### src/hdl/magnetometer_iron_correct_average_unit_macros.svh
// Assertion macros for the magnetometer iron correction and averaging unit.
// Included by the top level; expects signals clk and rst_n in scope.
`ifndef MAGNETOMETER_IRON_CORRECT_AVERAGE_UNIT_MACROS_SVH
`define MAGNETOMETER_IRON_CORRECT_AVERAGE_UNIT_MACROS_SVH

`ifndef SYNTH
`define MICA_ASSERT_IMPL(lbl, ante, cons) \
  lbl: assert property (@(posedge clk) disable iff (!rst_n) (ante) |-> (cons)) \
    else $error("mica assertion failed");
`define MICA_ASSERT_NEXT(lbl, ante, cons) \
  lbl: assert property (@(posedge clk) disable iff (!rst_n) (ante) |=> (cons)) \
    else $error("mica assertion failed");
`else
`define MICA_ASSERT_IMPL(lbl, ante, cons)
`define MICA_ASSERT_NEXT(lbl, ante, cons)
`endif

`endif

### src/hdl/mica_pkg.sv
// Shared types and codes for the magnetometer iron correction and averaging unit.
// No dependencies; used by every module of the unit.
package mica_pkg;

  localparam int CFG_IDX_W = 3;
  localparam int CFG_DATA_W = 48;

  typedef enum logic [CFG_IDX_W-1:0] {
    CFG_OFFSET_X = 3'd0,
    CFG_OFFSET_Y = 3'd1,
    CFG_OFFSET_Z = 3'd2,
    CFG_ROW_X    = 3'd3,
    CFG_ROW_Y    = 3'd4,
    CFG_ROW_Z    = 3'd5,
    CFG_FMIN     = 3'd6,
    CFG_FMAX     = 3'd7
  } cfg_idx_t;

  typedef struct packed {
    logic signed [15:0] raw_x;
    logic signed [15:0] raw_y;
    logic signed [15:0] raw_z;
  } in_t;

  typedef struct packed {
    logic signed [15:0] avg_x;
    logic signed [15:0] avg_y;
    logic signed [15:0] avg_z;
    logic               fresh;
    logic               rejected;
  } out_t;

  typedef struct packed {
    logic signed [15:0] x;
    logic signed [15:0] y;
    logic signed [15:0] z;
  } vec3_t;

  typedef struct packed {
    logic signed [16:0] x;
    logic signed [16:0] y;
    logic signed [16:0] z;
  } hvec_t;

  typedef struct packed {
    logic signed [21:0] x;
    logic signed [21:0] y;
    logic signed [21:0] z;
  } sum3_t;

endpackage

### src/hdl/mica_matmul.sv
// Bit-serial soft-iron matrix multiply with rounding and saturation to 16 bits.
// Depends on mica_pkg for the vector types.
module mica_matmul (
  input  logic              clk,
  input  logic              rst_n,
  input  logic              start,
  input  mica_pkg::hvec_t   h,
  input  logic [47:0]       row_x,
  input  logic [47:0]       row_y,
  input  logic [47:0]       row_z,
  output logic              done,
  output mica_pkg::vec3_t   corr
);

  localparam int AW = 35;
  localparam int LAST = 16;

  mica_pkg::hvec_t       sh_r;
  logic [4:0]            cnt_r;
  logic                  busy_r;
  logic                  rnd_r;
  logic                  done_r;
  logic signed [AW-1:0]  acc_x_r, acc_y_r, acc_z_r;
  logic signed [AW-1:0]  acc_x_nxt, acc_y_nxt, acc_z_nxt;
  mica_pkg::vec3_t       corr_r;
  logic                  first;

  function automatic logic signed [AW-1:0] row_step(
    input logic signed [AW-1:0] acc,
    input logic [47:0]          row,
    input logic                 bx,
    input logic                 by,
    input logic                 bz,
    input logic                 neg
  );
    logic signed [AW-1:0] t;
    t = '0;
    if (bx) t = t + AW'($signed(row[47:32]));
    if (by) t = t + AW'($signed(row[31:16]));
    if (bz) t = t + AW'($signed(row[15:0]));
    if (neg) return (acc <<< 1) - t;
    return (acc <<< 1) + t;
  endfunction

  function automatic logic signed [15:0] round_sat(input logic signed [AW-1:0] p);
    logic signed [AW-1:0] s;
    logic signed [AW-14:0] q;
    s = p + AW'(4096);
    q = $signed(s[AW-1:13]);
    if (q > (AW-13)'(32767)) return 16'sh7fff;
    if (q < (AW-13)'(-32768)) return 16'sh8000;
    return $signed(q[15:0]);
  endfunction

  // The sign bit is consumed first and carries negative weight.
  assign first = (cnt_r == 5'd0);

  always_comb begin
    acc_x_nxt = row_step(acc_x_r, row_x, sh_r.x[16], sh_r.y[16], sh_r.z[16], first);
    acc_y_nxt = row_step(acc_y_r, row_y, sh_r.x[16], sh_r.y[16], sh_r.z[16], first);
    acc_z_nxt = row_step(acc_z_r, row_z, sh_r.x[16], sh_r.y[16], sh_r.z[16], first);
  end

  always_ff @(posedge clk) begin
    if (!rst_n) begin
      busy_r <= 1'b0;
      rnd_r  <= 1'b0;
      done_r <= 1'b0;
      cnt_r  <= '0;
    end else begin
      done_r <= 1'b0;
      if (start) begin
        busy_r <= 1'b1;
        cnt_r  <= '0;
      end else if (busy_r) begin
        cnt_r <= cnt_r + 5'd1;
        if (cnt_r == 5'(LAST)) begin
          busy_r <= 1'b0;
          rnd_r  <= 1'b1;
        end
      end
      if (rnd_r) begin
        rnd_r  <= 1'b0;
        done_r <= 1'b1;
      end
    end
  end

  always_ff @(posedge clk) begin
    if (start) begin
      sh_r    <= h;
      acc_x_r <= '0;
      acc_y_r <= '0;
      acc_z_r <= '0;
    end else if (busy_r) begin
      sh_r.x  <= {sh_r.x[15:0], 1'b0};
      sh_r.y  <= {sh_r.y[15:0], 1'b0};
      sh_r.z  <= {sh_r.z[15:0], 1'b0};
      acc_x_r <= acc_x_nxt;
      acc_y_r <= acc_y_nxt;
      acc_z_r <= acc_z_nxt;
    end
    if (rnd_r) begin
      corr_r.x <= round_sat(acc_x_r);
      corr_r.y <= round_sat(acc_y_r);
      corr_r.z <= round_sat(acc_z_r);
    end
  end

  assign done = done_r;
  assign corr = corr_r;

endmodule

### src/hdl/mica_magsq.sv
// Bit-serial squared magnitude and squared window limits, with the window test.
// Depends on mica_pkg for the vector type.
module mica_magsq (
  input  logic            clk,
  input  logic            rst_n,
  input  logic            start,
  input  mica_pkg::vec3_t corr,
  input  logic [14:0]     fmin,
  input  logic [14:0]     fmax,
  output logic            done,
  output logic            rej
);

  localparam int MW = 33;
  localparam int LW = 30;

  mica_pkg::vec3_t       sh_r;
  logic [15:0]           smin_r, smax_r;
  logic signed [MW-1:0]  acc_m_r, acc_m_nxt;
  logic [LW-1:0]         acc_lo_r, acc_hi_r;
  logic [LW-1:0]         acc_lo_nxt, acc_hi_nxt;
  logic [3:0]            cnt_r;
  logic                  busy_r;
  logic                  fin_r;
  logic                  done_r;
  logic                  rej_r;
  logic signed [MW-1:0]  t;

  always_comb begin
    t = '0;
    if (sh_r.x[15]) t = t + MW'(corr.x);
    if (sh_r.y[15]) t = t + MW'(corr.y);
    if (sh_r.z[15]) t = t + MW'(corr.z);
    if (cnt_r == 4'd0) begin
      acc_m_nxt = -t;
    end else begin
      acc_m_nxt = (acc_m_r <<< 1) + t;
    end
    acc_lo_nxt = {acc_lo_r[LW-2:0], 1'b0} + (smin_r[15] ? LW'(fmin) : '0);
    acc_hi_nxt = {acc_hi_r[LW-2:0], 1'b0} + (smax_r[15] ? LW'(fmax) : '0);
  end

  always_ff @(posedge clk) begin
    if (!rst_n) begin
      busy_r <= 1'b0;
      fin_r  <= 1'b0;
      done_r <= 1'b0;
      cnt_r  <= '0;
    end else begin
      done_r <= 1'b0;
      if (start) begin
        busy_r <= 1'b1;
        cnt_r  <= '0;
      end else if (busy_r) begin
        cnt_r <= cnt_r + 4'd1;
        if (cnt_r == 4'd15) begin
          busy_r <= 1'b0;
          fin_r  <= 1'b1;
        end
      end
      if (fin_r) begin
        fin_r  <= 1'b0;
        done_r <= 1'b1;
      end
    end
  end

  always_ff @(posedge clk) begin
    if (start) begin
      sh_r     <= corr;
      smin_r   <= {1'b0, fmin};
      smax_r   <= {1'b0, fmax};
      acc_m_r  <= '0;
      acc_lo_r <= '0;
      acc_hi_r <= '0;
    end else if (busy_r) begin
      sh_r.x   <= {sh_r.x[14:0], 1'b0};
      sh_r.y   <= {sh_r.y[14:0], 1'b0};
      sh_r.z   <= {sh_r.z[14:0], 1'b0};
      smin_r   <= {smin_r[14:0], 1'b0};
      smax_r   <= {smax_r[14:0], 1'b0};
      acc_m_r  <= acc_m_nxt;
      acc_lo_r <= acc_lo_nxt;
      acc_hi_r <= acc_hi_nxt;
    end
    if (fin_r) begin
      rej_r <= (acc_m_r < $signed({3'b000, acc_lo_r})) ||
               (acc_m_r > $signed({3'b000, acc_hi_r}));
    end
  end

  assign done = done_r;
  assign rej  = rej_r;

endmodule

### src/hdl/mica_avgdiv.sv
// Bit-serial restoring divider that forms the three block averages, truncated toward zero.
// Depends on mica_pkg for the sum and vector types.
module mica_avgdiv #(
  parameter int BLOCK_SAMPLES = 8
) (
  input  logic            clk,
  input  logic            rst_n,
  input  logic            start,
  input  mica_pkg::sum3_t sums,
  output logic            done,
  output mica_pkg::vec3_t avg
);

  localparam int RW = $clog2(BLOCK_SAMPLES) + 1;
  localparam int SW = 22;

  logic [SW-1:0]   x_r   [3];
  logic [RW-1:0]   rem_r [3];
  logic            neg_r [3];
  logic [SW-1:0]   x_nxt   [3];
  logic [RW-1:0]   rem_nxt [3];
  logic [SW-1:0]   ld_x    [3];
  logic            ld_neg  [3];
  logic [RW:0]     rem_sh  [3];
  logic [4:0]      cnt_r;
  logic            busy_r;
  logic            fin_r;
  logic            done_r;
  mica_pkg::vec3_t avg_r;

  always_comb begin
    ld_neg[0] = sums.x[SW-1];
    ld_neg[1] = sums.y[SW-1];
    ld_neg[2] = sums.z[SW-1];
    ld_x[0]   = ld_neg[0] ? SW'(-sums.x) : SW'(sums.x);
    ld_x[1]   = ld_neg[1] ? SW'(-sums.y) : SW'(sums.y);
    ld_x[2]   = ld_neg[2] ? SW'(-sums.z) : SW'(sums.z);
    for (int i = 0; i < 3; i++) begin
      rem_sh[i] = {rem_r[i], x_r[i][SW-1]};
      if (rem_sh[i] >= (RW+1)'(BLOCK_SAMPLES)) begin
        rem_nxt[i] = RW'(rem_sh[i] - (RW+1)'(BLOCK_SAMPLES));
        x_nxt[i]   = {x_r[i][SW-2:0], 1'b1};
      end else begin
        rem_nxt[i] = RW'(rem_sh[i]);
        x_nxt[i]   = {x_r[i][SW-2:0], 1'b0};
      end
    end
  end

  always_ff @(posedge clk) begin
    if (!rst_n) begin
      busy_r <= 1'b0;
      fin_r  <= 1'b0;
      done_r <= 1'b0;
      cnt_r  <= '0;
    end else begin
      done_r <= 1'b0;
      if (start) begin
        busy_r <= 1'b1;
        cnt_r  <= '0;
      end else if (busy_r) begin
        cnt_r <= cnt_r + 5'd1;
        if (cnt_r == 5'(SW - 1)) begin
          busy_r <= 1'b0;
          fin_r  <= 1'b1;
        end
      end
      if (fin_r) begin
        fin_r  <= 1'b0;
        done_r <= 1'b1;
      end
    end
  end

  always_ff @(posedge clk) begin
    for (int i = 0; i < 3; i++) begin
      if (start) begin
        x_r[i]   <= ld_x[i];
        rem_r[i] <= '0;
        neg_r[i] <= ld_neg[i];
      end else if (busy_r) begin
        x_r[i]   <= x_nxt[i];
        rem_r[i] <= rem_nxt[i];
      end
    end
    if (fin_r) begin
      avg_r.x <= neg_r[0] ? 16'(-x_r[0]) : x_r[0][15:0];
      avg_r.y <= neg_r[1] ? 16'(-x_r[1]) : x_r[1][15:0];
      avg_r.z <= neg_r[2] ? 16'(-x_r[2]) : x_r[2][15:0];
    end
  end

  assign done = done_r;
  assign avg  = avg_r;

endmodule

### src/hdl/magnetometer_iron_correct_average_unit.sv
// Top level of the magnetometer hard/soft-iron correction and block averaging unit.
// Depends on mica_pkg, mica_matmul, mica_magsq, mica_avgdiv and the macros header.
//
// One sample is processed at a time and each produces exactly one result transfer. A sample
// occupies the unit for 17 steps of the bit-serial matrix multiply and 16 steps of the bit-serial
// magnitude square and, when it closes a block, 22 more steps of the serial divider before the
// next sample can be taken. A finished result waits in the output register, so the next sample
// may be taken while it is still unread. Configuration writes are accepted in every cycle and
// must only be issued while no sample is in flight.
`include "magnetometer_iron_correct_average_unit_macros.svh"

module magnetometer_iron_correct_average_unit #(
  parameter int BLOCK_SAMPLES = 8
) (
  input  logic                                clk,
  input  logic                                rst_n,
  input  logic                                in_valid,
  output logic                                in_ready,
  input  mica_pkg::in_t                       in_data,
  output logic                                out_valid,
  input  logic                                out_ready,
  output mica_pkg::out_t                      out_data,
  input  logic                                cfg_valid,
  output logic                                cfg_ready,
  input  logic [mica_pkg::CFG_IDX_W-1:0]      cfg_index,
  input  logic [mica_pkg::CFG_DATA_W-1:0]     cfg_data
);

  localparam int CW = $clog2(BLOCK_SAMPLES + 1);

  typedef enum logic [4:0] {
    ST_IDLE = 5'b00001,
    ST_MUL  = 5'b00010,
    ST_MAG  = 5'b00100,
    ST_DIV  = 5'b01000,
    ST_OUT  = 5'b10000
  } state_t;

  state_t            state_r, state_nxt;
  logic signed [15:0] off_x_r, off_y_r, off_z_r;
  logic [47:0]       row_x_r, row_y_r, row_z_r;
  logic [14:0]       fmin_r, fmax_r;
  mica_pkg::sum3_t   sum_r, sum_nxt, sum_add;
  logic [CW-1:0]     cnt_r, cnt_nxt, cnt_inc;
  mica_pkg::vec3_t   good_r, good_nxt, add;
  mica_pkg::vec3_t   held_r, held_nxt;
  logic              fresh_r, fresh_nxt;
  logic              rej_r, rej_nxt;
  logic              out_valid_r, out_valid_nxt;
  mica_pkg::out_t    out_data_r;
  logic              out_load;
  logic              in_xfer;
  mica_pkg::hvec_t   hdiff;
  logic              mm_done;
  mica_pkg::vec3_t   corr;
  logic              mg_start, mg_done, mg_rej;
  logic              dv_start, dv_done;
  mica_pkg::vec3_t   dv_avg;

  assign in_ready  = (state_r == ST_IDLE);
  assign in_xfer   = in_valid && in_ready;
  assign cfg_ready = 1'b1;
  assign out_valid = out_valid_r;
  assign out_data  = out_data_r;

  assign hdiff.x = {in_data.raw_x[15], in_data.raw_x} - {off_x_r[15], off_x_r};
  assign hdiff.y = {in_data.raw_y[15], in_data.raw_y} - {off_y_r[15], off_y_r};
  assign hdiff.z = {in_data.raw_z[15], in_data.raw_z} - {off_z_r[15], off_z_r};

  mica_matmul u_matmul (
    .clk   (clk),
    .rst_n (rst_n),
    .start (in_xfer),
    .h     (hdiff),
    .row_x (row_x_r),
    .row_y (row_y_r),
    .row_z (row_z_r),
    .done  (mm_done),
    .corr  (corr)
  );

  mica_magsq u_magsq (
    .clk   (clk),
    .rst_n (rst_n),
    .start (mg_start),
    .corr  (corr),
    .fmin  (fmin_r),
    .fmax  (fmax_r),
    .done  (mg_done),
    .rej   (mg_rej)
  );

  mica_avgdiv #(
    .BLOCK_SAMPLES (BLOCK_SAMPLES)
  ) u_avgdiv (
    .clk   (clk),
    .rst_n (rst_n),
    .start (dv_start),
    .sums  (sum_add),
    .done  (dv_done),
    .avg   (dv_avg)
  );

  always_comb begin
    add       = mg_rej ? good_r : corr;
    sum_add.x = sum_r.x + {{6{add.x[15]}}, add.x};
    sum_add.y = sum_r.y + {{6{add.y[15]}}, add.y};
    sum_add.z = sum_r.z + {{6{add.z[15]}}, add.z};
    cnt_inc   = cnt_r + CW'(1);
  end

  always_comb begin
    state_nxt = state_r;
    sum_nxt   = sum_r;
    cnt_nxt   = cnt_r;
    good_nxt  = good_r;
    held_nxt  = held_r;
    fresh_nxt = fresh_r;
    rej_nxt   = rej_r;
    mg_start  = 1'b0;
    dv_start  = 1'b0;
    out_load  = 1'b0;
    case (state_r)
      ST_IDLE: begin
        if (in_valid) state_nxt = ST_MUL;
      end
      ST_MUL: begin
        if (mm_done) begin
          mg_start  = 1'b1;
          state_nxt = ST_MAG;
        end
      end
      ST_MAG: begin
        if (mg_done) begin
          rej_nxt = mg_rej;
          if (!mg_rej) good_nxt = corr;
          if (cnt_inc == CW'(BLOCK_SAMPLES)) begin
            dv_start  = 1'b1;
            sum_nxt   = '0;
            cnt_nxt   = '0;
            fresh_nxt = 1'b1;
            state_nxt = ST_DIV;
          end else begin
            sum_nxt   = sum_add;
            cnt_nxt   = cnt_inc;
            fresh_nxt = 1'b0;
            state_nxt = ST_OUT;
          end
        end
      end
      ST_DIV: begin
        if (dv_done) begin
          held_nxt  = dv_avg;
          state_nxt = ST_OUT;
        end
      end
      ST_OUT: begin
        if (!out_valid_r || out_ready) begin
          out_load  = 1'b1;
          state_nxt = ST_IDLE;
        end
      end
      default: begin
        state_nxt = ST_IDLE;
      end
    endcase
    out_valid_nxt = out_load || (out_valid_r && !out_ready);
  end

  always_ff @(posedge clk) begin
    if (!rst_n) begin
      state_r     <= ST_IDLE;
      sum_r       <= '0;
      cnt_r       <= '0;
      good_r      <= '0;
      held_r      <= '0;
      fresh_r     <= 1'b0;
      rej_r       <= 1'b0;
      out_valid_r <= 1'b0;
    end else begin
      state_r     <= state_nxt;
      sum_r       <= sum_nxt;
      cnt_r       <= cnt_nxt;
      good_r      <= good_nxt;
      held_r      <= held_nxt;
      fresh_r     <= fresh_nxt;
      rej_r       <= rej_nxt;
      out_valid_r <= out_valid_nxt;
    end
  end

  always_ff @(posedge clk) begin
    if (out_load) begin
      out_data_r.avg_x    <= held_r.x;
      out_data_r.avg_y    <= held_r.y;
      out_data_r.avg_z    <= held_r.z;
      out_data_r.fresh    <= fresh_r;
      out_data_r.rejected <= rej_r;
    end
  end

  always_ff @(posedge clk) begin
    if (!rst_n) begin
      off_x_r <= '0;
      off_y_r <= '0;
      off_z_r <= '0;
      row_x_r <= 48'h2000_0000_0000;
      row_y_r <= 48'h0000_2000_0000;
      row_z_r <= 48'h0000_0000_2000;
      fmin_r  <= '0;
      fmax_r  <= 15'h7fff;
    end else if (cfg_valid && cfg_ready) begin
      case (mica_pkg::cfg_idx_t'(cfg_index))
        mica_pkg::CFG_OFFSET_X: off_x_r <= cfg_data[15:0];
        mica_pkg::CFG_OFFSET_Y: off_y_r <= cfg_data[15:0];
        mica_pkg::CFG_OFFSET_Z: off_z_r <= cfg_data[15:0];
        mica_pkg::CFG_ROW_X:    row_x_r <= cfg_data;
        mica_pkg::CFG_ROW_Y:    row_y_r <= cfg_data;
        mica_pkg::CFG_ROW_Z:    row_z_r <= cfg_data;
        mica_pkg::CFG_FMIN:     fmin_r  <= cfg_data[14:0];
        mica_pkg::CFG_FMAX:     fmax_r  <= cfg_data[14:0];
        default: begin
        end
      endcase
    end
  end

  `MICA_ASSERT_NEXT(a_xfer_starts_mul, in_valid && in_ready, state_r == ST_MUL)
  `MICA_ASSERT_IMPL(a_mul_done_waited, mm_done, state_r == ST_MUL)
  `MICA_ASSERT_IMPL(a_div_only_on_block, dv_done, state_r == ST_DIV && fresh_r)
  `MICA_ASSERT_IMPL(a_count_in_block, 1'b1, cnt_r < CW'(BLOCK_SAMPLES))

endmodule

### config.mk
export PLATFORM = sky130hd
export DESIGN_NAME = magnetometer_iron_correct_average_unit
export DESIGN_NICKNAME = d
export VERILOG_FILES = /design/src/hdl/mica_pkg.sv /design/src/hdl/mica_matmul.sv /design/src/hdl/mica_magsq.sv /design/src/hdl/mica_avgdiv.sv /design/src/hdl/magnetometer_iron_correct_average_unit.sv
export VERILOG_INCLUDE_DIRS = /design/src /design/src/hdl
export SDC_FILE = /design/constraint.sdc
export NUM_CORES = 2
export LEC_CHECK = 0
export BUFFER_PORTS_ARGS = -buffer_cell sky130_fd_sc_hd__buf_2
export CORE_UTILIZATION = 35
export DETAILED_ROUTE_END_ITERATION = 6
export HOLD_SLACK_MARGIN = 0.03
export PLACE_DENSITY = 0.59
export SLEW_MARGIN = 20
export SYNTH_ARGS = -nofsm -noshare
export SYNTH_HDL_FRONTEND = slang
export SYNTH_SLANG_ARGS = --single-unit
### constraint.sdc
create_clock -name clk -period 13.3 [get_ports clk]
set_input_delay 1.33 -clock clk [delete_from_list [all_inputs] [get_ports clk]]
set_output_delay 1.33 -clock clk [all_outputs]
set_load 0.01 [all_outputs]
# ---- Yosys cells after proc, flatten, opt, wreduce, memory -nomap -nowiden
# Memory sizes are Yosys's and may differ from the RTL's.
# Index checks and enable logic that the tools add are counted.
dict set report totals {
  output_inout_bits 53
  inputBits 104
  regBits 895
  elab_cells 288
  mem_bits_rw 81
  memories 3
}
dict set report classes {
  n_bitwise 10
  eq_ne 21
  order_cmp 11
  addsub 40
  mux 112
  n_reduce_logical 29
}
# name depth width rd rd_ports_with_merged_regs wr line_no
set mem_list {}
lappend mem_list {u_avgdiv.x_r 3 22 3 0 3 mica_avgdiv.sv:17} ;# logic [SW-1:0] x_r [3];
lappend mem_list {u_avgdiv.rem_r 3 4 3 0 3 mica_avgdiv.sv:18} ;# logic [RW-1:0] rem_r [3];
lappend mem_list {u_avgdiv.neg_r 3 1 3 0 3 mica_avgdiv.sv:19} ;# logic neg_r [3];
# cell n
set op_table {}
lappend op_table {{$mux W35} 15}
lappend op_table {{$mux W16} 15}
lappend op_table {{$add A35 B16 Y35} 6}
lappend op_table {{$mux W48} 3}
lappend op_table {{$mux W22} 6}
lappend op_table {{$mux W33} 4}
lappend op_table {{$add A35 B14 Y35 const B} 3}
lappend op_table {{$add A35 B35 Y35} 3}
lappend op_table {{$sub A35 B35 Y35} 3}
lappend op_table {{$mux W51} 2}
lappend op_table {{$mux W15} 6}
lappend op_table {{$add A22 B22 Y22} 3}
lappend op_table {{$add A33 B16 Y33} 2}
lappend op_table {{$gt A22 B16 Y1 const B} 3}
lappend op_table {{$lt A22 B16 Y1 const B} 3}
lappend op_table {{$mux W66} 1}
lappend op_table {{$neg A22 Y22} 3}
lappend op_table {{$add A30 B30 Y30} 2}
lappend op_table {{$sub A16 B16 Y17} 3}
lappend op_table {{$neg A16 Y16} 3}
lappend op_table {{$mux W1} 46}
lappend op_table {{$add A33 B33 Y33} 1}
lappend op_table {{$gt A33 B31 Y1} 1}
lappend op_table {{$lt A33 B31 Y1} 1}
lappend op_table {{other kinds (32)} 85}

# ---- Logic depth before layout (Yosys ltp)
dict set report depth {
  depth_word 8
  depth_mapped 58
  depth_no_buf 48
}

# ---- Cells and area by module
# From an unflattened synthesis, not the netlist that was laid out.
dict set report hier_totals {
  hier_cells 9101
  hier_area_um2 75322.2
}
# mod seq_area_each_um2 area_each_um2 n_inst cells_per_inst
set modules_own_cells {}
lappend modules_own_cells {mica_matmul 5235.0 30061.3 1 3969}
lappend modules_own_cells {magnetometer_iron_correct_average_unit 9429.0 21897.3 1 2562}
lappend modules_own_cells {mica_magsq 4414.2 16255.6 1 1929}
lappend modules_own_cells {mica_avgdiv 4033.9 7108.1 1 641}

# ---- Least setup slack after synthesis
# OpenSTA, ideal clock, no wires.
dict set report synth_timing {
  kind {flip-flop to flip-flop}
  startpoint {register u_matmul.sh_r[50] in the netlist's numbering}
  endpoint {register u_matmul.acc_z_r[34]}
  arrival_time_ns 10.489
  synth_period_minus_slack_ns 10.564
  setup_time_ns 0.074
  t_required_ns 13.226
  slack_ns 2.736
  n_path_buf 10
  path_stages_with_launch 53
  path_cell_list {edfxtp_1 > buf_2 > buf_2 > buf_2 > buf_2 > buf_2 > clkbuf_1 > clkbuf_1 > clkbuf_1 > clkbuf_1 > and2_1 > ha_1 > inv_1 > fa_1 > nand2b_1 > a211oi_1 > a2111oi_0 > nor4_1 > [... 17 more ...] > o41ai_1 > a31oi_1 > nor2_1 > xor2_1 > a21o_1 > ha_1 > and3_1 > nor2b_1 > or3_1 > a31oi_1 > o211ai_1 > a31oi_1 > o21bai_1 > or4_1 > o211ai_1 > xnor2_1 > nand3_1 > a31oi_1}
}
dict set report synth_via {
  elab_chain_len 8
  word_cells_on_any_way 9
  cone_classes {add/sub: 4; mux: 5}
}
# item line_no
set synth_lines {}
lappend synth_lines {{from (decl)} mica_matmul.sv:18} ;# mica_pkg::hvec_t sh_r;
lappend synth_lines {{from (signal assigned)} mica_matmul.sv:91} ;# sh_r <= h;
lappend synth_lines {{$mux W35 (*)} mica_matmul.sv:38} ;# if (bx) t = t + AW'($signed(row[47:32]));
lappend synth_lines {{$add A35 B16 Y35} mica_matmul.sv:39} ;# if (by) t = t + AW'($signed(row[31:16]));
lappend synth_lines {{$mux W35 (*)} mica_matmul.sv:39}
lappend synth_lines {{$add A35 B16 Y35} mica_matmul.sv:40} ;# if (bz) t = t + AW'($signed(row[15:0]));
lappend synth_lines {{$mux W35 (*)} mica_matmul.sv:40}
lappend synth_lines {{$sub A35 B35 Y35} mica_matmul.sv:41} ;# if (neg) return (acc <<< 1) - t;
lappend synth_lines {{$mux W35} mica_matmul.sv:41}
lappend synth_lines {{$mux W35 (*)} mica_matmul.sv:42} ;# return (acc <<< 1) + t;
lappend synth_lines {{to (signal assigned)} mica_matmul.sv:101} ;# acc_z_r <= acc_z_nxt;
lappend synth_lines {{to (decl)} mica_matmul.sv:23} ;# logic signed [AW-1:0] acc_x_r, acc_y_r, acc_z_r;
# Mark *: on every way between the ends. The rest lies on a longest branch, timed or not. The select of a mux whose other input is x is not followed.
# A chain may end at the register's enable or synchronous reset.

# ---- Worst setup path in the final report
# Ends and elaborated chain as after synthesis.

==> out/metrics.cfg <==
[worst_hold_path]
hold_end=out_data[21]$_DFFE_PP_
min_path_type=reg -> reg
hold_depth=0
hold_path_startpoint=held_r[19]$_SDFFE_PN0P_

[sta]
hold_violations=0
slew_headroom=0.225
drv_slew=0
period_share=0.794
skew_ps=62.4
fin_crit_ps=10560
rsz0062_at_grt=false
setup-tns-final_ps=0
setup_slack_ps=2740
setup_violations=0
worst_pin_slew_ps=1130
fmax_ghz=0.0947

[clock_tree]
htree_levels=3
cts_setup_buffers=0
cts_buffers=113
clk_pin_slew_ps=60
cts_tree=done
cts_resized=0
clock_latency_ps=790
cts_hold_buffers=0
clock_sinks=976
cts_buffer_depth=3
cts-root-buf=clkbuf_16

[placement]
placed_area_sq_um=76300
io_buffers=155
place_congestion=0.889
pre_cts_slack_ps=2920
dp_hpwl_um=156000

[floorplan]
die_height_um=459
core-area_sq_um=207000
initial_core_util=0.353
die_w_um=459
io_pins=157
row_count=167
die_area_sq_um=211000

[setup_path]
worstPathRequired_ps=13970
worstPathMaxFanout=50
reg2reg_setup_slack_ps=2740
rr_startpoint=u_matmul.sh_r[50]$_DFFE_PP_
reg2reg_depth=41
critPathMaxStageDelay_ps=660
cp-end-kind=register
cp_slowest_cell=o41ai_1
critical_path_class=reg -> reg
cp.arrival_ps=11230
critPathLaunchType=register
r2r_end=u_matmul.acc_z_r[34]$_SDFFE_PP0P_

[power]
ir_drop_v=0.000120
comb_power_share=0.341
internal_power_mw=6.77
netSwitchingPower_mw=3.86
powerDensity_nw_per_um2=132
finalPower_mw=10.6
seqPwrFrac=0.342
p_leak_nw=32.8
p_sw_frac=0.363
p_clk_frac=0.317

[yosys]
ys.flop_type=dfxtp_1
synth_edf_count=357
yosysMostFrequentCell=nand2_1
synth.avg_cell_area_sq_um=8.07
ys_types=109
synth_common_cells=1429 x nand2_1, 711 x nor2_1, 632 x ha_1
netlist_top_cells_area=dfxtp_1 17%, edfxtp_1 15%, ha_1 11%
yosysSeqAreaShare=0.316
syn_area_sq_um=73200
ys_seq_elements=976
syn-num-nets=9839
yosysWarningCount=0
synth_top_area_frac=0.169
synthArstFlopShare=0
netlist_instances=9072
yosys.area.top_type=dfxtp_1

[detailed_routing]
drt_first_pass_iters=6
ant_nets=0
wl_per_cell_um=17.9
drtIter0Drc=4272
drc=0
vias=63300
routed_wl_um=212000
viasPerCell=5.34

[layout]
nets=9709
final_cell_area_sq_um=80400
regArea_sq_um=23100
layout-drive-gt1-share=0.0631
fillCellCount=21100
multi_input_area_sq_um=46600
syn_to_final_growth_pct=9.74
finish.utilization=0.387

[job]
drv_cap=0

[global_routing]
grtUsageMet3=0.0253
use_met1=0.269
top_usage_layer=met2
antenna_found_initial=11
grt_pass1_vias=60300
gr-total-overflow=0
grt_max_degree=148
grt_first_pass_wirelength_um=334000
grt_usage=0.196
use_met2=0.317

[status]
status=completed

## cells by family after synthesis
family                   synth area share
AO/OA/AOI/OAI                       0.228
AND/OR/NAND/NOR                     0.194
buffers and inverters              0.0499
multiplexers                       0.0216
adder cells (fa/ha/maj)             0.118
flip-flops                          0.316
XOR/XNOR                           0.0727
other                           0.0000512
## stage by stage
stage          hold WS [ps]  instances
2_1_floorplan           408       9072
3_3_place_gp            415      11600
3_5_place_dp            414      11600
4_1_cts                 425      11800
5_1_grt                 431      11800
6_report                422      11800
## per-layer routing
metal | part of all wire | wire, um
met1 | 0.48 | 101000
met2 | 0.45 | 94900
met3 | 0.045 | 9590
met4 | 0.031 | 6570
met5 | 0.00039 | 82
## worst max-delay path by stage
stage / startpoint / slack, ps / depth (start not counted) / endpoint
2_1_floorplan: u_matmul.sh_r[50]$_DFFE_PP_ / 2740 / 52 / u_matmul.acc_z_r[34]$_SDFFE_PP0P_
3_3_place_gp: u_matmul.sh_r[50]$_DFFE_PP_ / 2970 / 41 / u_matmul.acc_z_r[34]$_SDFFE_PP0P_
3_5_place_dp: u_matmul.sh_r[50]$_DFFE_PP_ / 2920 / 41 / u_matmul.acc_z_r[34]$_SDFFE_PP0P_
4_1_cts: u_matmul.sh_r[50]$_DFFE_PP_ / 2830 / 41 / u_matmul.acc_z_r[34]$_SDFFE_PP0P_
5_1_grt: u_matmul.sh_r[50]$_DFFE_PP_ / 1720 / 41 / u_matmul.acc_z_r[34]$_SDFFE_PP0P_
6_report: u_matmul.sh_r[50]$_DFFE_PP_ / 2740 / 41 / u_matmul.acc_z_r[34]$_SDFFE_PP0P_
## power groups by stage
stage	sequential, mW	combinational (mW)	clock [mW]
floorplan	3.55	2.83	0
global placement	3.68	3.56	0
detailed placement	3.69	3.58	0
CTS	3.63	3.60	3.45
global route	3.66	4.05	3.57
finish	3.64	3.62	3.37
## cell type report
type | count | share of cell area
clock inverter | 71 | 0.0118
timing repair buffer | 210 | 0.0151
multi-input combinational | 7138 | 0.580
inverter | 503 | 0.0235
antenna | 10 | 0.000311
tap | 2788 | 0.0434
clock buffer | 145 | 0.0384
sequential | 976 | 0.288
## registers in the layout, summed over array words and instances (netlist names), 30 cells and up
signal            count
good_r               48
held_r               48
out_data             50
row_x_r              48
row_y_r              48
row_z_r              48
sum_r                66
u_avgdiv.avg         48
u_avgdiv.x_r         66
u_magsq.acc_hi_r     30
u_magsq.acc_lo_r     30
u_magsq.acc_m_r      33
u_magsq.sh_r         48
u_matmul.acc_x_r     35
u_matmul.acc_y_r     35
u_matmul.acc_z_r     35
u_matmul.corr        48
u_matmul.sh_r        51
## layout by cell type, fill, tap and decap left out, drive strengths merged, types with 130 or more instances in the layout
cell type  netlist  routed
a21boi         342     342
a21o           249     249
a21oi          623     623
buf             49     210
clkbuf         406     145
dfxtp          619     619
edfxtp         357     357
ha             632     632
inv            502     505
nand2         1429    1429
nand3          159     159
nor2           711     711
nor2b          148     148
nor3           130     130
o21ai          519     519
xnor2          411     411
xor2           197     197
## worst max-delay path: cells and delay by family (launching register included)
family	cells	cell delay (ps)
flops	1	630
buf+inv	1	550
compound gates	17	3660
fa+ha+maj	4	1680
simple gates	17	3520
xor+xnor	2	380
Note: power is estimated with default switching activity, not from simulation.
